[config.mk]
export PLATFORM = sky130hd
export DESIGN_NAME = dtq_res_queue
export DESIGN_NICKNAME = d
export VERILOG_FILES = /design/src/rtl/core/dtq_pkg.sv /design/src/rtl/core/dtq_res_queue.sv
export SDC_FILE = /design/constraint.sdc
export NUM_CORES = 1
export LEC_CHECK = 0
export BUFFER_PORTS_ARGS = -buffer_cell sky130_fd_sc_hd__buf_2
export CAP_MARGIN = 20
export CORE_MARGIN = 2
export CORE_UTILIZATION = 44
export DETAILED_ROUTE_END_ITERATION = 12
export PLACE_DENSITY_LB_ADDON = 0.3
export SETUP_SLACK_MARGIN = 0.05
export SYNTH_ARGS = -nofsm -noshare
export SYNTH_HDL_FRONTEND = slang
export SYNTH_SLANG_ARGS = --single-unit
[constraint.sdc]
create_clock -name clk -period 2.3 [get_ports clk]
set_input_delay 0.115 -clock clk [delete_from_list [all_inputs] [get_ports clk]]
set_output_delay 0.115 -clock clk [all_outputs]
set_load 0.05 [all_outputs]
[src/rtl/core/dtq_pkg.sv]
package dtq_pkg;

  // Store and id-space sizes
  localparam int DELAYED_DEPTH  = 32;
  localparam int PERIODIC_DEPTH = 32;
  localparam int TASK_IDS       = 256;
  localparam int MAX_RESULTS    = 64;

  localparam int DLY_AW  = (DELAYED_DEPTH > 1) ? $clog2(DELAYED_DEPTH) : 1;
  localparam int PER_AW  = (PERIODIC_DEPTH > 1) ? $clog2(PERIODIC_DEPTH) : 1;
  localparam int IDX_W   = (DLY_AW > PER_AW) ? DLY_AW : PER_AW;
  localparam int MARK_AW = $clog2(TASK_IDS);
  localparam int CNT_W   = $clog2(MAX_RESULTS + 1);

  // Queues between the channels and the engine
  localparam int CMDQ_DEPTH = 2;
  localparam int CQ_AW      = $clog2(CMDQ_DEPTH);
  localparam int CQ_CW      = $clog2(CMDQ_DEPTH + 1);
  localparam int RESQ_DEPTH = 4;
  localparam int RQ_AW      = $clog2(RESQ_DEPTH);
  localparam int RQ_CW      = $clog2(RESQ_DEPTH + 1);

  localparam logic [9:0] TICK_MS_RESET = 10'd10;
  localparam logic [0:0] REG_TICK_MS   = 1'b0;

  localparam logic [1:0] FUNC_TICK    = 2'd0;
  localparam logic [1:0] FUNC_ADD_DLY = 2'd1;
  localparam logic [1:0] FUNC_ADD_PER = 2'd2;
  localparam logic [1:0] FUNC_CANCEL  = 2'd3;

  localparam logic [1:0] KIND_STATUS   = 2'd0;
  localparam logic [1:0] KIND_DELAYED  = 2'd1;
  localparam logic [1:0] KIND_PERIODIC = 2'd2;

  localparam logic ST_OK   = 1'b0;
  localparam logic ST_FULL = 1'b1;

  typedef struct packed {
    logic [1:0]  func;
    logic [7:0]  task_id;
    logic [15:0] interval_ms;
  } cmd_t;

  typedef struct packed {
    logic [1:0] kind;
    logic [7:0] fired_task;
    logic       status;
    logic       last;
  } res_t;

  // Deadline relative to now, offset so that unsigned order is signed order
  function automatic logic [31:0] rel_key(input logic [31:0] due, input logic [31:0] now);
    rel_key = (due - now) ^ 32'h8000_0000;
  endfunction

  function automatic logic is_due(input logic [31:0] key);
    is_due = (key <= 32'h8000_0000);
  endfunction

  function automatic logic earlier(input logic [31:0] ka, input logic [15:0] sa,
                                   input logic [31:0] kb, input logic [15:0] sb);
    logic [15:0] d;
    d = sa - sb;
    earlier = (ka < kb) || ((ka == kb) && d[15]);
  endfunction

  function automatic logic id_ok(input logic [7:0] id);
    id_ok = (int'(id) < TASK_IDS);
  endfunction

endpackage

[src/rtl/core/dtq_res_queue.sv]
module dtq_res_queue (
  input  logic          clk,
  input  logic          rst_n,
  input  logic          push,
  input  dtq_pkg::res_t res_in,
  output logic          full,
  output logic          empty,
  input  logic          pop,
  output dtq_pkg::res_t res_out
);

  dtq_pkg::res_t             q_r [dtq_pkg::RESQ_DEPTH];
  logic [dtq_pkg::RQ_AW-1:0] wp_r, rp_r;
  logic [dtq_pkg::RQ_CW-1:0] cnt_r;
  logic                      push_ok, pop_ok;

  assign full    = (cnt_r == dtq_pkg::RQ_CW'(dtq_pkg::RESQ_DEPTH));
  assign empty   = (cnt_r == '0);
  assign push_ok = push && !full;
  assign pop_ok  = pop && !empty;
  assign res_out = q_r[rp_r];

  always_ff @(posedge clk) begin
    if (push_ok) begin
      q_r[wp_r] <= res_in;
    end
  end

  always_ff @(posedge clk) begin
    if (!rst_n) begin
      wp_r  <= '0;
      rp_r  <= '0;
      cnt_r <= '0;
    end else begin
      if (push_ok) begin
        wp_r <= (wp_r == dtq_pkg::RQ_AW'(dtq_pkg::RESQ_DEPTH - 1)) ? '0 : wp_r + 1'b1;
      end
      if (pop_ok) begin
        rp_r <= (rp_r == dtq_pkg::RQ_AW'(dtq_pkg::RESQ_DEPTH - 1)) ? '0 : rp_r + 1'b1;
      end
      if (push_ok && !pop_ok) begin
        cnt_r <= cnt_r + 1'b1;
      end else if (pop_ok && !push_ok) begin
        cnt_r <= cnt_r - 1'b1;
      end
    end
  end

endmodule

==> metrics.md <==
| Metric | Value |
|---|---|
| Status | complete, no violations |
| Wirelength per Cell | 17.0 um |
| 1st-iter DRT viols | 31 |
| Post-Route WL | 3.96 mm |
| Worst Skew | 0.00616 ns |
| Yosys reg bits | 57 |
| Cell Count, Final, Fillers Out | 233 |
| Unrepaired setup endpoints after global routing | no |
| Root Buffer | clkbuf_8 |
| Fraction of layout cells with a size suffix above 1 | 32.5% |
| Fmax | 0.472 GHz |
| Clk buf depth | 2 |
| Ys Warns | 0 |
| Area grow syn2layout | 22.6% |
| Crit path DAT | 2.37 ns |
| Largest net degree at the start of global routing | 13 |
| Final TNS setup | 0 ns |
| Syn nets | 136 |
| Netlist cell types | 25 |
| Worst Setup SP | cnt_r[1] |
| Core ar. | 4820 um2 |
| Reg2reg path depth | 7 |
| ANT nets after route | 0 |
| Vias in the first global route | 1,291 |
| Clk_lat worst skew | 0.33 ns |
| Met1 layer usage reported by global route | 16.2% |
| Worst Setup End Kind | flip-flop |
| Cts bufs inserted | 9 |
| Drt via density | 4.92 |
| Via count | 1,147 |
| Flop2flop setup slack | 0.18 ns |
| Crit Path Class | reg2reg |
| Top Usage Layer GRT | met2 |
| Crit start category | flip-flop |
| GRT met3 Usage | 4.50% |
| First-pass GRT wire length | 6.18 mm |
| P_leak | 1.00 nW |
| Placed instance area | 2490 um2 |
| DRC Markers | 0 |
| Slew @ Worst Pin | 0.635 ns |
| Fin crit share | 92.2% |
| PwrDens | 1190 nW/um2 |
| # IOs | 30 |
| Commonest non-fill, non-tap cell in the layout | edfxtp_1 |
| Rel. slew slack | 57.7% |
| CTS tree | yes |
| Post-route cell area | 2740 um2 |
| Final #Nets | 184 |
| Final core utilization | 56.9% |
| Synthesized instance count | 113 |
| Syn Std Cell Area | 2240 um2 |
| Hpwl dp | 2.69 mm |
| Worst Setup EP | cnt_r[2] |
| H-tree depth | 3 |
| Final-layout fill cell count | 412 |
| # diodes | 0 |
| DIE AREA | 5670 um2 |
| TritonCTS Sinks | 57 |
| Max Slew Vio Count | 0 |
| GP Congestion | 0.633 |
| Initial Utilization | 46.4% |
| Die width | 75.3 um |
| Final total power | 3.25 mW |
| Max cap viols | 0 |
| Seq/Total Area, Yosys | 72.5% |
| Fin crit period | 2.12 ns |
| Critical Path RT | 2.55 ns |
| Worst R2R Start | cnt_r[1] |
| Commonest cells after routing, fill and taps aside | 48 x edfxtp_1, 29 x buf_2, 9 x clkbuf_8 |
| Grt ovf | 0 |
| Die Y | 75.3 um |
| GRT met2 Usage | 29.9% |
| Worst IR Drop VDD | 551 uV |
| Hold Path Class | in2reg |
| Rows | 25 |
| Placed insts | 210 |
| Port bufs | 29 |
| Endpoints failing hold | 0 |
| Final setup fails | 0 |
| Mapped Avg Cell Area | 19.8 um2 |
| GRT Util Overall | 16.3% |
| RR Endpoint | cnt_r[2] |
| Crit Path Max Fanout | 5 |
| Worst-path clk slew | 0.06 ns |
| Drt pass-1 iters | 4 |
| Initial antenna violation count | 0 |
-- through the flow --
stage	hold WS (ns)	setup WS, ns
final	0.00985	0.180
after global routing	0.000918	0.0912
after CTS	0.000141	0.0594
after detailed placement	0.335	0.0719
after global placement	0.325	0.304
after floorplan	0.214	0.148
-- per-layer routing --
layer  share of wire (%)  up-vias
met5                   0        -
met4                 2.2        0
met3                 3.2       10
met2                  55       21
met1                  40      572
li1                    -      544
-- state kept, by name (all words and copies together), names as in the netlist, named ones only --
| name | count |
|---|---|
| q_r | 48 |
| cnt_r | 3 |
| rp_r | 2 |
| wp_r | 2 |
-- where the power goes --
group | leakage [nW] | switching (mW) | internal, mW
Clock | 0.0918 | 0.358 | 0.494
Combinational | 0.398 | 0.675 | 0.354
Sequential | 0.515 | 0.101 | 1.27
Total | 1.00 | 1.13 | 2.12
-- critical path, cell delays in order (launching register included) --
cell and delay [ns]:
dfxtp_2 0.36, o31ai_2 0.30, ha_1 0.25, inv_1 0.06, fa_1 0.40, xor2_1 0.17
or3_1 0.31, a21boi_0 0.18
-- cells by family after synthesis --
logic type	Yosys count	share of synthesized area [%]
AOI/OAI and AO/OA	5	1.34
xor gates and xnor gates	2	0.783
adders and majority gates	7	4.25
buffers and inverters	7	1.57
DFF	57	72.5
muxes	15	14.8
and+or+nand+nor	20	4.81
-- area by class of cell --
type	count	area (um2)	area share, %
Clock buffer	12	135	4.93
Clock inverter	4	43.8	1.60
Inverter	3	11.3	0.411
Multi-Input combinational cell	49	592	21.6
Sequential cell	57	1620	59.2
Tap cell	67	83.8	3.06
Timing Repair Buffer	41	253	9.22
-- synthesized netlist by cell type --
library cell / count / area share, %
nor2_1: 2 / 0.34
clkbuf_1: 1 / 0.17
edfxtp_1: 48 / 64
buf_6: 1 / 0.50
buf_2: 1 / 0.22
mux2i_1: 3 / 1.3
and2_1: 5 / 1.4
xnor2_1: 1 / 0.39
xor2_1: 1 / 0.39
o31ai_1: 1 / 0.34
or3_1: 1 / 0.28
nand2_1: 6 / 1.0
fa_1: 1 / 0.89
nor3_1: 1 / 0.22
nor2b_1: 2 / 0.56
nand3_1: 2 / 0.45
inv_1: 3 / 0.50
buf_1: 1 / 0.17
ha_1: 6 / 3.4
mux4_1: 8 / 9.4
a21boi_0: 1 / 0.34
o21ai_0: 3 / 0.67
dfxtp_1: 9 / 8.1
nor3b_2: 1 / 0.56
mux4_2: 4 / 4.0
-- how the worst min path moves through the flow --
| stage | start | end | slack (ns) | cells past startpoint |
|---|---|---|---|---|
| floorplan | res_in[0] | q_r[0][0] | 0.21 | 0 |
| global placement | res_in[9] | q_r[3][9] | 0.33 | 1 |
| detailed placement | res_in[10] | q_r[0][10] | 0.34 | 1 |
| CTS | res_in[8] | q_r[1][8] | 0.0001 | 1 |
| global route | res_in[2] | q_r[2][2] | 0.0009 | 1 |
| finish | res_in[8] | q_r[1][8] | 0.01 | 1 |
-- timing repair --
action	in CTS	in global routing
hold endpoints to repair	21	0
setup buffers	0	0
setup endpoints to repair	0	1
gates resized for setup	0	3
hold buffers	7	0
(Power assumes the default switching activity.)
