==> src/rtl/core/dtq_pkg.sv <==
package dtq_pkg;

  // Store and id-space sizes
  localparam int DELAYED_DEPTH  = 32;
  localparam int PERIODIC_DEPTH = 32;
  localparam int TASK_IDS       = 256;
  localparam int MAX_RESULTS    = 64;

  localparam int DLY_AW  = (DELAYED_DEPTH > 1) ? $clog2(DELAYED_DEPTH) : 1;
  localparam int PER_AW  = (PERIODIC_DEPTH > 1) ? $clog2(PERIODIC_DEPTH) : 1;
  localparam int IDX_W   = (DLY_AW > PER_AW) ? DLY_AW : PER_AW;
  localparam int MARK_AW = $clog2(TASK_IDS);
  localparam int CNT_W   = $clog2(MAX_RESULTS + 1);

  // Queues between the channels and the engine
  localparam int CMDQ_DEPTH = 2;
  localparam int CQ_AW      = $clog2(CMDQ_DEPTH);
  localparam int CQ_CW      = $clog2(CMDQ_DEPTH + 1);
  localparam int RESQ_DEPTH = 4;
  localparam int RQ_AW      = $clog2(RESQ_DEPTH);
  localparam int RQ_CW      = $clog2(RESQ_DEPTH + 1);

  localparam logic [9:0] TICK_MS_RESET = 10'd10;
  localparam logic [0:0] REG_TICK_MS   = 1'b0;

  localparam logic [1:0] FUNC_TICK    = 2'd0;
  localparam logic [1:0] FUNC_ADD_DLY = 2'd1;
  localparam logic [1:0] FUNC_ADD_PER = 2'd2;
  localparam logic [1:0] FUNC_CANCEL  = 2'd3;

  localparam logic [1:0] KIND_STATUS   = 2'd0;
  localparam logic [1:0] KIND_DELAYED  = 2'd1;
  localparam logic [1:0] KIND_PERIODIC = 2'd2;

  localparam logic ST_OK   = 1'b0;
  localparam logic ST_FULL = 1'b1;

  typedef struct packed {
    logic [1:0]  func;
    logic [7:0]  task_id;
    logic [15:0] interval_ms;
  } cmd_t;

  typedef struct packed {
    logic [1:0] kind;
    logic [7:0] fired_task;
    logic       status;
    logic       last;
  } res_t;

  // Deadline relative to now, offset so that unsigned order is signed order
  function automatic logic [31:0] rel_key(input logic [31:0] due, input logic [31:0] now);
    rel_key = (due - now) ^ 32'h8000_0000;
  endfunction

  function automatic logic is_due(input logic [31:0] key);
    is_due = (key <= 32'h8000_0000);
  endfunction

  function automatic logic earlier(input logic [31:0] ka, input logic [15:0] sa,
                                   input logic [31:0] kb, input logic [15:0] sb);
    logic [15:0] d;
    d = sa - sb;
    earlier = (ka < kb) || ((ka == kb) && d[15]);
  endfunction

  function automatic logic id_ok(input logic [7:0] id);
    id_ok = (int'(id) < TASK_IDS);
  endfunction

endpackage

==> src/rtl/core/dtq_front.sv <==
module dtq_front (
  input  logic               clk,
  input  logic               rst_n,
  input  logic               in_push,
  output logic               in_full,
  input  logic [1:0]         in_func,
  input  logic [7:0]         in_task_id,
  input  logic [15:0]        in_interval_ms,
  input  logic               psel,
  input  logic               penable,
  input  logic               pwrite,
  input  logic [2:0]         paddr,
  input  logic [31:0]        pwdata,
  output logic [31:0]        prdata,
  output logic               pready,
  output logic               cmd_valid,
  output dtq_pkg::cmd_t      cmd,
  input  logic               cmd_pop,
  output logic [9:0]         tick_ms
);

  dtq_pkg::cmd_t                q_r [dtq_pkg::CMDQ_DEPTH];
  logic [dtq_pkg::CQ_AW-1:0]    wp_r, rp_r;
  logic [dtq_pkg::CQ_CW-1:0]    cnt_r;
  logic [9:0]                   tick_ms_r;
  logic                         push_ok, pop_ok, cfg_wr;

  assign pready  = 1'b1;
  assign cfg_wr  = psel && penable && pwrite && pready && (paddr[2] == dtq_pkg::REG_TICK_MS);
  assign prdata  = (paddr[2] == dtq_pkg::REG_TICK_MS) ? {22'd0, tick_ms_r} : 32'd0;
  assign tick_ms = tick_ms_r;

  always_ff @(posedge clk) begin
    if (!rst_n) begin
      tick_ms_r <= dtq_pkg::TICK_MS_RESET;
    end else if (cfg_wr) begin
      tick_ms_r <= pwdata[9:0];
    end
  end

  assign in_full   = (cnt_r == dtq_pkg::CQ_CW'(dtq_pkg::CMDQ_DEPTH));
  assign cmd_valid = (cnt_r != '0);
  assign push_ok   = in_push && !in_full;
  assign pop_ok    = cmd_pop && cmd_valid;
  assign cmd       = q_r[rp_r];

  always_ff @(posedge clk) begin
    if (push_ok) begin
      q_r[wp_r] <= '{func: in_func, task_id: in_task_id, interval_ms: in_interval_ms};
    end
  end

  always_ff @(posedge clk) begin
    if (!rst_n) begin
      wp_r  <= '0;
      rp_r  <= '0;
      cnt_r <= '0;
    end else begin
      if (push_ok) begin
        wp_r <= (wp_r == dtq_pkg::CQ_AW'(dtq_pkg::CMDQ_DEPTH - 1)) ? '0 : wp_r + 1'b1;
      end
      if (pop_ok) begin
        rp_r <= (rp_r == dtq_pkg::CQ_AW'(dtq_pkg::CMDQ_DEPTH - 1)) ? '0 : rp_r + 1'b1;
      end
      if (push_ok && !pop_ok) begin
        cnt_r <= cnt_r + 1'b1;
      end else if (pop_ok && !push_ok) begin
        cnt_r <= cnt_r - 1'b1;
      end
    end
  end

endmodule

==> config.mk <==
export PLATFORM = sky130hd
export DESIGN_NAME = dtq_front
export DESIGN_NICKNAME = d
export VERILOG_FILES = /design/src/rtl/core/dtq_pkg.sv /design/src/rtl/core/dtq_front.sv
export SDC_FILE = /design/constraint.sdc
export NUM_CORES = 1
export LEC_CHECK = 0
export BUFFER_PORTS_ARGS = -buffer_cell sky130_fd_sc_hd__clkbuf_2
export CAP_MARGIN = 20
export CORE_MARGIN = 2
export CORE_UTILIZATION = 45
export CTS_BUF_LIST = sky130_fd_sc_hd__clkbuf_8
export CTS_CLUSTER_SIZE = 28
export DETAILED_ROUTE_END_ITERATION = 8
export GPL_ROUTABILITY_DRIVEN = 0
export PLACE_DENSITY = 0.8
export SYNTH_ARGS = -nofsm -noshare
export SYNTH_HDL_FRONTEND = slang
export SYNTH_SLANG_ARGS = --single-unit
==> constraint.sdc <==
create_clock -name clk -period 3.85 [get_ports clk]
set_input_delay 0.1925 -clock clk [delete_from_list [all_inputs] [get_ports clk]]
set_output_delay 0.1925 -clock clk [all_outputs]
set_load 0.02 [all_outputs]
==> key figures <==
Route
  – Total number of vias: 1658
  – Routed WL per cell: 12.6 um
  – Pre-antenna DRT Iters: 4
  – Top sig layer: met4
  – Vias per inst: 4.57
  – Final wirelength: 4590 um
  – Starting DRC count in detailed routing: 58
  – Antenna-violating nets left: 0
  – DR WL met2: 2340 um
  – DRC violations left: 0
  – Routed wire length on met3: 306 um
  – M1 wire length: 1860 um

Global routing
  – Global-route wire length before repair: 6790 um
  – Antenna violations before repair: 0
  – GRT overflow: 0
  – Pin count of the biggest net entering global routing: 27
  – Vias in the first global route: 1580
  – GRT Total Usage: 0.137

Worst setup path
  – RR Startpoint: cnt_r[0]$_SDFFE_PN0P_
  – Worst path max stage delay: 0.56 ns
  – Worst EP required: 3.66 ns
  – Critical-path cell list: buf_4, mux2_2, clkbuf_2
  – CP arrival: 1.77 ns
  – FF-to-FF setup slack: 2.00 ns
  – FF-to-FF path depth: 4
  – Worst R2R End: q_r[0][3]$_DFFE_PP_
  – CP max stage cell: dfxtp_1
  – CP Capture Type: primary output
  – CP Launch Type: flip-flop
  – Critical Path Fanout Max: 19
  – Critical Path End: cmd[0]
  – WS Path Type: reg2out

Die
  – Core outline area: 5890 um^2
  – Die area: 6710 um^2
  – Starting density of the core: 0.464
  – Num ports: 139
  – Chip height: 81.9 um
  – Rows: 28
  – Die X: 81.9 um

Final layout
  – Final nets: 352
  – Area growth syn-to-layout: 23.2%
  – Diode count: 0
  – Fillcell total: 505
  – Ratio of cells with drive above 1 in the final layout: 0.472
  – Non-filler cells, final: 363

Timing
  – Final Hold Slack: 0.0500 ns
  – Crit share post-route: 0.510
  – Final TNS setup: 0 ns
  – RSZ-0062 raised after global routing: no
  – Clock skew: 0.00526 ns
  – Slew at the pin closest to its max-slew limit: 0.686 ns
  – Fmax: 0.510 GHz
  – Hold Fails Final Rpt: 0
  – Post-route minimum period: 1.96 ns
  – # setup viols final: 0
  – Worst slew margin: 0.541
  – Fin. max-slew vios: 0

Clock network
  – Sink Count: 67
  – Root Buffer: clkbuf_8
  – # hold bufs at CTS: 0
  – Reg clk slew, reported paths: 0.07 ns
  – TritonCTS clock tree: yes
  – Post-CTS Setup Bufs: 0
  – Post-cts sizing count: 0
  – CTS H-tree depth: 3
  – Cts bufs inserted: 9
  – Longest Clk Path Bufs: 2
  – Clk_lat worst skew: 0.33 ns

Pwr
  – Leakage power total: 0.00141 uW
  – P per Cell Area: 603 nW/um^2
  – Worst vdd ir: 0.380 mV

Placement
  – Buffers added on ports: 91
  – Inst Count DP: 347
  – Detailed placement HPWL: 3240 um

Synthesis
  – Largest family of logic cells by synthesized area: multiplexers
  – Post-Synth XOR/XNOR Area: 0.00962
  – Post-synthesis sequential area ratio: 0.682
  – Mapped Cells: 186
  – Synth cell types: 29
  – Post-synthesis simple-gate area fraction: 0.0820
  – Adder-Cell Fraction of Synth Area: 0.00458
  – #FFs+latches synth: 67
  – Mapped Avg Cell Area: 14.7 um^2
  – Yosys warns: 0
  – Synth Area in Compound Gates: 0.0339
  – Multiplexer share of the synthesized area: 0.107
  – Post-Syn Area: 2730 um^2

Worst hold path
  – HP Class: in2reg

Flow run
  – Max Cap Viol: 0

Run status
  – Status: completed
-- layout make-up --
| type | count | area (um^2) | area share |
|---|---|---|---|
| Clock buffer | 9 | 124 | 0.0368 |
| Clock inverter | 7 | 58.8 | 0.0175 |
| Inverter | 2 | 7.51 | 0.00223 |
| Multi-Input combinational cell | 109 | 741 | 0.220 |
| Sequential cell | 67 | 1860 | 0.553 |
| Tap cell | 75 | 93.8 | 0.0279 |
| Timing Repair Buffer | 94 | 478 | 0.142 |
-- cell families (layout without fill, tap and decap cells) --
family | count (synthesis) | in the layout
DFF | 67 | 67
and+or+nand+nor | 43 | 43
buffers and inverters | 31 | 112
muxes | 26 | 26
AOI/OAI and AO/OA | 13 | 13
xor gates and xnor gates | 3 | 3
other | 2 | 23
adders and majority gates | 1 | 1
-- metrics by stage --
stage          total power, uW   util  setup WS [ns]  instance area, um^2
6_report                  2030  0.572           1.89                 3360
3_5_place_dp              1520  0.541           1.95                 3180
2_1_floorplan             1360      -           1.76                 2810
3_3_place_gp              1510  0.541           1.95                 3180
4_1_cts                   2060  0.572           1.84                 3360
5_1_grt                   2140  0.572           1.76                 3360
-- Yosys cell counts --
library cell,instances,area (um^2)
a21boi_0,8,60.1
a21boi_1,2,15.0
and2_1,3,18.8
and3_1,1,6.26
and4b_1,1,10.0
buf_2,2,10.0
buf_4,25,188
clkbuf_1,2,7.51
conb_1,2,7.51
dfxtp_1,15,300
edfxtp_1,52,1560
ha_1,1,12.5
inv_1,1,3.75
inv_2,1,3.75
mux2_2,26,293
nand2_1,20,75.1
nand2b_1,1,6.26
nand3_1,2,10.0
nand4b_1,1,8.76
nor2_1,1,3.75
nor2b_1,10,62.6
nor3_2,1,10.0
o21a_1,1,7.51
o21ai_0,1,5.00
o21ai_1,1,5.00
or2_2,1,6.26
or3_1,1,6.26
xnor2_1,2,17.5
xor2_1,1,8.76
-- cells in the final DEF (no fill, tap or decap) --
cell	count
clkbuf_8	9
clkinvlp_4	1
nor3_4	1
edfxtp_1	52
clkinv_1	3
nand4b_1	1
nand2_1	20
or3_1	1
xor2_1	1
nand2b_1	1
bufinv_16	1
a21boi_1	2
a21boi_0	8
clkinv_2	2
clkbuf_2	91
dfxtp_1	15
nand3_1	2
or2_2	1
inv_1	1
o21a_1	1
and4b_1	1
mux2_2	26
inv_2	1
buf_4	3
o21ai_1	1
nor2_1	1
nor2b_1	10
and3_1	1
conb_1	23
ha_1	1
xnor2_1	2
and2_1	3
o21ai_0	1
-- per-layer routing --
metal / GRT usage / up-vias
li1: - / 808
met1: 0.152 / 778
met4: 0.0700 / 0
met3: 0.0396 / 11
met2: 0.238 / 61
met5: 0 / -
-- worst min path at each step --
stage	cells past startpoint	from	slack [ns]	endpoint
CTS	1	in_task_id[0]	0.03	q_r[0][16]$_DFFE_PP_
detailed placement	1	in_interval_ms[0]	0.39	q_r[0][0]$_DFFE_PP_
floorplan	0	in_interval_ms[0]	0.29	q_r[0][0]$_DFFE_PP_
global route	1	in_task_id[0]	0.04	q_r[0][16]$_DFFE_PP_
global placement	1	in_task_id[0]	0.38	q_r[0][16]$_DFFE_PP_
finish	1	in_task_id[0]	0.05	q_r[0][16]$_DFFE_PP_
-- state kept, by name, summed over array words and instances, names as in the netlist, named ones only --
register / count
rp_r: 1
q_r: 52
tick_ms: 10
wp_r: 1
cnt_r: 2
-- critical path: cells and delay by family, from the launching register on --
family	cells	cell delay, ns
flops	1	0.56
buf+inv	2	0.50
mux	1	0.38
-- report_power, final --
part | switching, uW | leakage, uW | total (uW) | internal (uW)
clock | 245 | 0.0000915 | 534 | 290
combinational | 334 | 0.000706 | 566 | 232
sequential | 41.7 | 0.000608 | 928 | 887
total | 620 | 0.00141 | 2030 | 1410
Power figures use the tool's default switching activity.
