==> src/rtl/core/dtq_pkg.sv <==
package dtq_pkg;

  // Store and id-space sizes
  localparam int DELAYED_DEPTH  = 32;
  localparam int PERIODIC_DEPTH = 32;
  localparam int TASK_IDS       = 256;
  localparam int MAX_RESULTS    = 64;

  localparam int DLY_AW  = (DELAYED_DEPTH > 1) ? $clog2(DELAYED_DEPTH) : 1;
  localparam int PER_AW  = (PERIODIC_DEPTH > 1) ? $clog2(PERIODIC_DEPTH) : 1;
  localparam int IDX_W   = (DLY_AW > PER_AW) ? DLY_AW : PER_AW;
  localparam int MARK_AW = $clog2(TASK_IDS);
  localparam int CNT_W   = $clog2(MAX_RESULTS + 1);

  // Queues between the channels and the engine
  localparam int CMDQ_DEPTH = 2;
  localparam int CQ_AW      = $clog2(CMDQ_DEPTH);
  localparam int CQ_CW      = $clog2(CMDQ_DEPTH + 1);
  localparam int RESQ_DEPTH = 4;
  localparam int RQ_AW      = $clog2(RESQ_DEPTH);
  localparam int RQ_CW      = $clog2(RESQ_DEPTH + 1);

  localparam logic [9:0] TICK_MS_RESET = 10'd10;
  localparam logic [0:0] REG_TICK_MS   = 1'b0;

  localparam logic [1:0] FUNC_TICK    = 2'd0;
  localparam logic [1:0] FUNC_ADD_DLY = 2'd1;
  localparam logic [1:0] FUNC_ADD_PER = 2'd2;
  localparam logic [1:0] FUNC_CANCEL  = 2'd3;

  localparam logic [1:0] KIND_STATUS   = 2'd0;
  localparam logic [1:0] KIND_DELAYED  = 2'd1;
  localparam logic [1:0] KIND_PERIODIC = 2'd2;

  localparam logic ST_OK   = 1'b0;
  localparam logic ST_FULL = 1'b1;

  typedef struct packed {
    logic [1:0]  func;
    logic [7:0]  task_id;
    logic [15:0] interval_ms;
  } cmd_t;

  typedef struct packed {
    logic [1:0] kind;
    logic [7:0] fired_task;
    logic       status;
    logic       last;
  } res_t;

  // Deadline relative to now, offset so that unsigned order is signed order
  function automatic logic [31:0] rel_key(input logic [31:0] due, input logic [31:0] now);
    rel_key = (due - now) ^ 32'h8000_0000;
  endfunction

  function automatic logic is_due(input logic [31:0] key);
    is_due = (key <= 32'h8000_0000);
  endfunction

  function automatic logic earlier(input logic [31:0] ka, input logic [15:0] sa,
                                   input logic [31:0] kb, input logic [15:0] sb);
    logic [15:0] d;
    d = sa - sb;
    earlier = (ka < kb) || ((ka == kb) && d[15]);
  endfunction

  function automatic logic id_ok(input logic [7:0] id);
    id_ok = (int'(id) < TASK_IDS);
  endfunction

endpackage

==> src/rtl/core/dtq_back.sv <==
module dtq_back (
  input  logic          clk,
  input  logic          rst_n,
  input  logic          cmd_valid,
  input  dtq_pkg::cmd_t cmd,
  output logic          cmd_pop,
  input  logic [9:0]    tick_ms,
  output logic          res_push,
  output dtq_pkg::res_t res_data,
  input  logic          res_full
);

  localparam logic [3:0] S_IDLE  = 4'd0;
  localparam logic [3:0] S_INS   = 4'd1;
  localparam logic [3:0] S_RESP  = 4'd2;
  localparam logic [3:0] S_DSCAN = 4'd3;
  localparam logic [3:0] S_DPICK = 4'd4;
  localparam logic [3:0] S_PSCAN = 4'd5;
  localparam logic [3:0] S_PPICK = 4'd6;
  localparam logic [3:0] S_FLUSH = 4'd7;

  localparam int DD = dtq_pkg::DELAYED_DEPTH;
  localparam int PD = dtq_pkg::PERIODIC_DEPTH;

  // Stores
  logic [DD-1:0] d_vld_r;
  logic [7:0]    d_id_r  [DD];
  logic [31:0]   d_due_r [DD];
  logic [15:0]   d_seq_r [DD];
  logic [PD-1:0] p_vld_r;
  logic [PD-1:0] done_r;
  logic [7:0]    p_id_r  [PD];
  logic [31:0]   p_due_r [PD];
  logic [15:0]   p_seq_r [PD];
  logic [15:0]   p_per_r [PD];
  logic [dtq_pkg::TASK_IDS-1:0] marks_r;

  // Control
  logic [3:0]                state_r, state_nxt;
  dtq_pkg::cmd_t             cmd_r, cmd_nxt;
  logic [dtq_pkg::IDX_W-1:0] idx_r, idx_nxt, best_idx_r, best_idx_nxt;
  logic                      found_r, found_nxt;
  logic [31:0]               best_key_r, best_key_nxt;
  logic [15:0]               best_seq_r, best_seq_nxt;
  logic [7:0]                best_id_r, best_id_nxt;
  logic [15:0]               best_per_r, best_per_nxt;
  logic                      pend_vld_r, pend_vld_nxt;
  dtq_pkg::res_t             pend_r, pend_nxt, resp_r, resp_nxt;
  logic [dtq_pkg::CNT_W-1:0] n_r, n_nxt;
  logic [31:0]               now_r, now_nxt;
  logic [15:0]               seq_r, seq_nxt;

  // Strobes
  logic d_ins, p_ins, d_kill, p_kill, p_resched, mark_set, done_clr, done_set;

  logic [dtq_pkg::DLY_AW-1:0] d_sel, d_best;
  logic [dtq_pkg::PER_AW-1:0] p_sel, p_best;
  logic [31:0]                d_key, p_key;
  logic                       d_cand, p_cand, d_end, p_end;
  logic                       ins_dly, ins_free, ins_end, mark_hit;
  logic [dtq_pkg::CNT_W-1:0]  n_inc;

  assign d_sel  = idx_r[dtq_pkg::DLY_AW-1:0];
  assign p_sel  = idx_r[dtq_pkg::PER_AW-1:0];
  assign d_best = best_idx_r[dtq_pkg::DLY_AW-1:0];
  assign p_best = best_idx_r[dtq_pkg::PER_AW-1:0];
  assign d_key  = dtq_pkg::rel_key(d_due_r[d_sel], now_r);
  assign p_key  = dtq_pkg::rel_key(p_due_r[p_sel], now_r);
  assign d_cand = d_vld_r[d_sel] && dtq_pkg::is_due(d_key) &&
                  (!found_r || dtq_pkg::earlier(d_key, d_seq_r[d_sel], best_key_r, best_seq_r));
  assign p_cand = p_vld_r[p_sel] && !done_r[p_sel] && dtq_pkg::is_due(p_key) &&
                  (!found_r || dtq_pkg::earlier(p_key, p_seq_r[p_sel], best_key_r, best_seq_r));
  assign d_end  = (idx_r == dtq_pkg::IDX_W'(DD - 1));
  assign p_end  = (idx_r == dtq_pkg::IDX_W'(PD - 1));
  assign ins_dly  = (cmd_r.func == dtq_pkg::FUNC_ADD_DLY);
  assign ins_free = ins_dly ? !d_vld_r[d_sel] : !p_vld_r[p_sel];
  assign ins_end  = ins_dly ? d_end : p_end;
  assign mark_hit = dtq_pkg::id_ok(best_id_r) &&
                    marks_r[dtq_pkg::MARK_AW'(best_id_r)];
  assign n_inc    = n_r + 1'b1;

  always_comb begin
    state_nxt    = state_r;
    cmd_nxt      = cmd_r;
    idx_nxt      = idx_r;
    found_nxt    = found_r;
    best_idx_nxt = best_idx_r;
    best_key_nxt = best_key_r;
    best_seq_nxt = best_seq_r;
    best_id_nxt  = best_id_r;
    best_per_nxt = best_per_r;
    pend_vld_nxt = pend_vld_r;
    pend_nxt     = pend_r;
    resp_nxt     = resp_r;
    n_nxt        = n_r;
    now_nxt      = now_r;
    seq_nxt      = seq_r;
    cmd_pop      = 1'b0;
    res_push     = 1'b0;
    res_data     = pend_r;
    d_ins        = 1'b0;
    p_ins        = 1'b0;
    d_kill       = 1'b0;
    p_kill       = 1'b0;
    p_resched    = 1'b0;
    mark_set     = 1'b0;
    done_clr     = 1'b0;
    done_set     = 1'b0;

    unique case (state_r)
      S_IDLE: begin
        if (cmd_valid) begin
          cmd_pop   = 1'b1;
          cmd_nxt   = cmd;
          idx_nxt   = '0;
          found_nxt = 1'b0;
          unique case (cmd.func)
            dtq_pkg::FUNC_TICK: begin
              now_nxt   = now_r + 32'(tick_ms);
              n_nxt     = '0;
              done_clr  = 1'b1;
              state_nxt = S_DSCAN;
            end
            dtq_pkg::FUNC_ADD_DLY, dtq_pkg::FUNC_ADD_PER: begin
              state_nxt = S_INS;
            end
            dtq_pkg::FUNC_CANCEL: begin
              mark_set  = 1'b1;
              resp_nxt  = '{kind: dtq_pkg::KIND_STATUS, fired_task: cmd.task_id,
                            status: dtq_pkg::ST_OK, last: 1'b1};
              state_nxt = S_RESP;
            end
            default: state_nxt = S_IDLE;
          endcase
        end
      end
      S_INS: begin
        resp_nxt = '{kind: dtq_pkg::KIND_STATUS, fired_task: cmd_r.task_id,
                     status: dtq_pkg::ST_OK, last: 1'b1};
        if (ins_free) begin
          d_ins     = ins_dly;
          p_ins     = !ins_dly;
          seq_nxt   = seq_r + 1'b1;
          state_nxt = S_RESP;
        end else if (ins_end) begin
          resp_nxt.status = dtq_pkg::ST_FULL;
          state_nxt       = S_RESP;
        end else begin
          idx_nxt = idx_r + 1'b1;
        end
      end
      S_RESP: begin
        res_data = resp_r;
        if (!res_full) begin
          res_push  = 1'b1;
          state_nxt = S_IDLE;
        end
      end
      S_DSCAN: begin
        if (d_cand) begin
          found_nxt    = 1'b1;
          best_idx_nxt = idx_r;
          best_key_nxt = d_key;
          best_seq_nxt = d_seq_r[d_sel];
          best_id_nxt  = d_id_r[d_sel];
        end
        if (d_end) begin
          state_nxt = S_DPICK;
        end else begin
          idx_nxt = idx_r + 1'b1;
        end
      end
      S_DPICK: begin
        if (!found_r) begin
          idx_nxt   = '0;
          state_nxt = S_PSCAN;
        end else if (!(pend_vld_r && res_full)) begin
          res_push     = pend_vld_r;
          d_kill       = 1'b1;
          pend_vld_nxt = 1'b1;
          pend_nxt     = '{kind: dtq_pkg::KIND_DELAYED, fired_task: best_id_r,
                           status: dtq_pkg::ST_OK, last: 1'b0};
          n_nxt        = n_inc;
          idx_nxt      = '0;
          found_nxt    = 1'b0;
          state_nxt    = (n_inc == dtq_pkg::CNT_W'(dtq_pkg::MAX_RESULTS)) ? S_FLUSH : S_DSCAN;
        end
      end
      S_PSCAN: begin
        if (p_cand) begin
          found_nxt    = 1'b1;
          best_idx_nxt = idx_r;
          best_key_nxt = p_key;
          best_seq_nxt = p_seq_r[p_sel];
          best_id_nxt  = p_id_r[p_sel];
          best_per_nxt = p_per_r[p_sel];
        end
        if (p_end) begin
          state_nxt = S_PPICK;
        end else begin
          idx_nxt = idx_r + 1'b1;
        end
      end
      S_PPICK: begin
        if (!found_r) begin
          state_nxt = S_FLUSH;
        end else if (mark_hit) begin
          // cancelled: drop silently
          done_set  = 1'b1;
          p_kill    = 1'b1;
          idx_nxt   = '0;
          found_nxt = 1'b0;
          state_nxt = S_PSCAN;
        end else if (!(pend_vld_r && res_full)) begin
          res_push     = pend_vld_r;
          done_set     = 1'b1;
          p_resched    = 1'b1;
          seq_nxt      = seq_r + 1'b1;
          pend_vld_nxt = 1'b1;
          pend_nxt     = '{kind: dtq_pkg::KIND_PERIODIC, fired_task: best_id_r,
                           status: dtq_pkg::ST_OK, last: 1'b0};
          n_nxt        = n_inc;
          idx_nxt      = '0;
          found_nxt    = 1'b0;
          state_nxt    = (n_inc == dtq_pkg::CNT_W'(dtq_pkg::MAX_RESULTS)) ? S_FLUSH : S_PSCAN;
        end
      end
      S_FLUSH: begin
        res_data.last = 1'b1;
        if (!pend_vld_r) begin
          state_nxt = S_IDLE;
        end else if (!res_full) begin
          res_push     = 1'b1;
          pend_vld_nxt = 1'b0;
          state_nxt    = S_IDLE;
        end
      end
      default: state_nxt = S_IDLE;
    endcase
  end

  always_ff @(posedge clk) begin
    if (!rst_n) begin
      state_r    <= S_IDLE;
      pend_vld_r <= 1'b0;
      found_r    <= 1'b0;
      idx_r      <= '0;
      n_r        <= '0;
      now_r      <= '0;
      seq_r      <= '0;
    end else begin
      state_r    <= state_nxt;
      pend_vld_r <= pend_vld_nxt;
      found_r    <= found_nxt;
      idx_r      <= idx_nxt;
      n_r        <= n_nxt;
      now_r      <= now_nxt;
      seq_r      <= seq_nxt;
    end
  end

  always_ff @(posedge clk) begin
    cmd_r      <= cmd_nxt;
    best_idx_r <= best_idx_nxt;
    best_key_r <= best_key_nxt;
    best_seq_r <= best_seq_nxt;
    best_id_r  <= best_id_nxt;
    best_per_r <= best_per_nxt;
    pend_r     <= pend_nxt;
    resp_r     <= resp_nxt;
  end

  // Entry payload
  always_ff @(posedge clk) begin
    if (d_ins) begin
      d_id_r[d_sel]  <= cmd_r.task_id;
      d_due_r[d_sel] <= now_r + 32'(cmd_r.interval_ms);
      d_seq_r[d_sel] <= seq_r;
    end
    if (p_ins) begin
      p_id_r[p_sel]  <= cmd_r.task_id;
      p_due_r[p_sel] <= now_r + 32'(cmd_r.interval_ms);
      p_seq_r[p_sel] <= seq_r;
      p_per_r[p_sel] <= cmd_r.interval_ms;
    end else if (p_resched) begin
      p_due_r[p_best] <= now_r + 32'(best_per_r);
      p_seq_r[p_best] <= seq_r;
    end
  end

  // Valid, done and cancel bits
  always_ff @(posedge clk) begin
    if (!rst_n) begin
      d_vld_r <= '0;
      p_vld_r <= '0;
      done_r  <= '0;
      marks_r <= '0;
    end else begin
      if (d_ins) begin
        d_vld_r[d_sel] <= 1'b1;
      end else if (d_kill) begin
        d_vld_r[d_best] <= 1'b0;
      end
      if (p_ins) begin
        p_vld_r[p_sel] <= 1'b1;
      end else if (p_kill) begin
        p_vld_r[p_best] <= 1'b0;
      end
      if (done_clr) begin
        done_r <= '0;
      end else if (done_set) begin
        done_r[p_best] <= 1'b1;
      end
      if (mark_set && dtq_pkg::id_ok(cmd.task_id)) begin
        marks_r[dtq_pkg::MARK_AW'(cmd.task_id)] <= 1'b1;
      end
    end
  end

  a_push_room: assert property (@(posedge clk) disable iff (!rst_n)
    res_push |-> !res_full)
    else $error("result pushed into a full queue");

  a_idle_no_pend: assert property (@(posedge clk) disable iff (!rst_n)
    (state_r == S_IDLE) |-> !pend_vld_r)
    else $error("pending result left behind at idle");

  a_count_bound: assert property (@(posedge clk) disable iff (!rst_n)
    n_r <= dtq_pkg::CNT_W'(dtq_pkg::MAX_RESULTS))
    else $error("result count beyond limit");

  a_tick_advance: assert property (@(posedge clk) disable iff (!rst_n)
    (state_r == S_IDLE && cmd_valid && cmd.func == dtq_pkg::FUNC_TICK)
      |=> now_r == $past(now_r) + 32'($past(tick_ms)))
    else $error("time not advanced by tick");

endmodule

==> config.mk <==
export PLATFORM = sky130hd
export DESIGN_NAME = dtq_back
export DESIGN_NICKNAME = d
export VERILOG_FILES = /design/src/rtl/core/dtq_pkg.sv /design/src/rtl/core/dtq_back.sv
export SDC_FILE = /design/constraint.sdc
export NUM_CORES = 2
export LEC_CHECK = 0
export ABC_CLOCK_PERIOD_IN_PS = 29100
export BUFFER_PORTS_ARGS = -buffer_cell sky130_fd_sc_hd__buf_2
export CAP_MARGIN = 20
export CORE_ASPECT_RATIO = 0.75
export CORE_MARGIN = 10
export CORE_UTILIZATION = 60
export DETAILED_ROUTE_END_ITERATION = 7
export PLACE_DENSITY = 0.74
export SLEW_MARGIN = 10
export SYNTH_ARGS = -nofsm -noshare
export SYNTH_HDL_FRONTEND = slang
export SYNTH_SLANG_ARGS = --single-unit
==> constraint.sdc <==
create_clock -name clk -period 29.1 [get_ports clk]
set_input_delay 1.455 -clock clk [delete_from_list [all_inputs] [get_ports clk]]
set_output_delay 1.455 -clock clk [all_outputs]
set_load 0.05 [all_outputs]
==> results.json <==
{
  "synth_flop_cell": "edfxtp_1",
  "maxSlewHeadroom_pct": 18.7,
  "finalClockSkew_ns": 0.0809,
  "period_needed_ns": 11.72,
  "peakVddDrop_v": 0.0000542,
  "cts_made_buffers": 429,
  "grt_pass1_wl_mm": 734,
  "power_leakage_nw": 63.2,
  "finalCritPeriodShare_pct": 40.3,
  "drt-total-wl_mm": 515,
  "dp_hpwl_mm": 285,
  "drv_slew": 0,
  "io_pins": 54,
  "start_kind": "flop",
  "track_usage_pct": 30.7,
  "crit_type": "flop to flop",
  "drive_gt1_share_pct": 25.6,
  "post_cts.repair.setup_buffers": 0,
  "cp.required_ns": 29.64,
  "hold_violations": 0,
  "route.detailed.drc": 0,
  "vias": 101000,
  "overflow": 0,
  "root_buffer": "clkbuf_16",
  "fin_tns_setup_ns": 0,
  "maxCapViolCount": 0,
  "fin_util_pct": 67.1,
  "wl_per_cell_um": 35.6,
  "fmax_mhz": 85.3,
  "syn_inst": 9744,
  "start_util_pct": 60.2,
  "clock_latency_ns": 0.97,
  "drt_iter0_drc": 17300,
  "yosysTopAreaCell": "edfxtp_1",
  "slowest_delay_ns": 0.89,
  "power_density_nw_per_um2": 63.3,
  "synthTopCellsByArea": "edfxtp_1 68%, mux4_2 16%, dfxtp_1 4.6%, nor2_1 2.1%, ha_1 1.4%",
  "antenna_found_initial": 29,
  "rsz0062_at_grt": "no",
  "critPathArrivalTime_ns": 12.26,
  "cp_num_buf_inv": 6,
  "nNetsFinal": 10300,
  "seq_area_frac_synth_pct": 72.6,
  "crit_fanout": 58,
  "holdCritPathClass": "flop to flop",
  "first_global_vias": 99400,
  "viasPerCell": 6.99,
  "rows": 177,
  "fillerInstances": 19200,
  "gp_congestion": 0.937,
  "postCtsHoldBufs": 0,
  "io_buffers": 53,
  "end_kind": "flop",
  "slowest_stage": "dfxtp_4",
  "yosysWarnings": 0,
  "die_w_um": 663,
  "path_clk_slew_ns": 0.06,
  "finalInstanceArea_sq_um": 208000,
  "synthDistinctLibCells": 93,
  "ys_seq_elements": 4641,
  "synth_nets": 9994,
  "grt_max_degree": 255,
  "reg2reg_slack_ns": 17.38,
  "die_y_um": 502,
  "crit_family": "buffers and inverters",
  "ant_nets": 0,
  "path_common_cell": "o21ai_0",
  "setup_viol": 0,
  "core_area_sq_um": 309000,
  "clkSinkCount": 4641,
  "syn_area_sq_um": 186000,
  "synthArstFlopShare_pct": 0,
  "cts_buffer_depth": 4,
  "avgSynthCellArea_sq_um": 19.1,
  "dr.pass1.iters": 8,
  "syn2layout_area_growth_pct": 11.6,
  "outcome": "finished clean",
  "cts_tree": "yes",
  "worstMarginPinSlew_ns": 1.22,
  "synth-edff-count": 4218,
  "cts_resized": 0,
  "die_area_sq_um": 333000,
  "synth_top_area_share_pct": 68.1,
  "place_area_sq_um": 193000,
  "htreeDepth": 5
}
[state kept, by name, indices dropped and copies added, names as in the netlist, 26 cells and up, named ones only]
signal,cells
now_r,32
p_id_r,256
p_vld_r,32
d_id_r,256
d_vld_r,32
p_seq_r,512
best_key_r,32
d_due_r,1024
marks_r,256
done_r,32
cmd_r,26
d_seq_r,512
p_due_r,1024
p_per_r,512
[synth_stat cells (11+ instances only)]
master,number
o221a_2,65
edfxtp_1,4218
o21ai_0,98
buf_1,116
nand2b_1,16
a21oi_1,172
nor3_1,51
o21ai_1,13
nor2b_1,45
or2_2,11
and3_1,22
buf_2,48
or4_1,13
mux4_2,1325
ha_1,205
xnor2_1,94
nand3_1,73
clkbuf_1,342
and2_1,12
nand4_1,51
a31oi_1,77
nor4_1,17
o21bai_1,15
mux2i_1,63
a2111oi_0,11
nor2_1,1049
or3_1,24
dfxtp_1,423
nand2_1,450
o211ai_1,11
o21a_1,26
a22oi_1,81
xor2_1,38
inv_1,143
a21o_1,60
mux2_2,70
[logic make-up after synthesis]
| logic type | after synthesis | share of synthesized area (%) |
|---|---|---|
| AND/OR/NAND/NOR | 1879 | 4.28 |
| XOR/XNOR | 132 | 0.621 |
| adder cells (fa/ha/maj) | 210 | 1.43 |
| buffers and inverters | 664 | 1.40 |
| flip-flops | 4641 | 72.6 |
| other | 1 | 0.00201 |
| multiplexers | 1458 | 16.8 |
| AO/OA/AOI/OAI | 759 | 2.86 |
[cell type report]
type	instances	area, sq um	area share [%]
multi-input cells	4439	49700	23.9
diodes	9	22.5	0.0108
well taps	4117	5150	2.48
inverters	149	574	0.276
clock inverters	234	2400	1.16
flip-flops and latches	4641	135000	65.1
repair buffers	360	3100	1.49
clock buffers	542	11500	5.55
[worst reg2reg max path, delay by kind of cell (launching register included)]
family	cells	cell delay, ns
compound gates	12	2.81
mux	3	1.30
simple gates	4	1.13
xor+xnor	1	0.20
flops	1	0.89
buf+inv	6	4.29
fa+ha+maj	2	0.62
[cells in the final DEF (no fill, tap or decap), types with 43 or more instances in the layout]
master / instances
edfxtp_1: 4218
mux4_2: 1325
nor2_1: 954
nand2_1: 449
clkbuf_16: 439
dfxtp_1: 401
buf_4: 269
ha_1: 205
a21oi_1: 170
inv_1: 143
o21ai_0: 97
nor2_4: 94
clkbuf_1: 84
clkinv_1: 81
a22oi_1: 81
a31oi_1: 77
clkinv_2: 75
nand3_1: 73
mux2_2: 70
o221a_2: 65
mux2i_1: 63
a21o_1: 60
xnor2_1: 54
buf_2: 52
nand4_1: 51
nor3_1: 48
nor2b_1: 43
bufinv_16: 43
[power breakdown]
group	internal (mW)	switching, mW	leakage, nW
logic	0.0862	0.185	16.0
registers	7.23	0.00896	40.4
clock network	3.19	2.45	6.80
total	10.5	2.64	63.2
[metal layers]
| metal | wire (um) | GRT usage (%) | up-vias |
|---|---|---|---|
| li1 | - | - | 40000 |
| met1 | 193000 | 45.4 | 52800 |
| met2 | 232000 | 45.6 | 7507 |
| met3 | 71600 | 7.86 | 1022 |
| met4 | 19000 | 9.59 | 8 |
| met5 | 56 | 0 | - |
[per-stage QoR]
| step | hold slack [ns] | total power, mW | instances | setup slack, ns |
|---|---|---|---|---|
| final | 0.465 | 13.1 | 14500 | 17.38 |
| after global routing | 0.485 | 13.5 | 14500 | 16.87 |
| after CTS | 0.470 | 13.2 | 14500 | 17.51 |
| after detailed placement | 0.450 | 7.64 | 13700 | 17.57 |
| after global placement | 0.441 | 7.63 | 13700 | 17.01 |
| after floorplan | 0.406 | 7.55 | 9744 | 19.05 |
[path summary, 6_finish.rpt]
kind                              startpoint             end  cells after the start
worst max-delay path                    flop  best_seq_r[15]                     28
worst min-delay path            marks_r[208]    marks_r[208]                      2
worst max register to register          flop  best_seq_r[15]                     28
worst min register to register  marks_r[208]    marks_r[208]                      2
(Power assumes the default switching activity.)
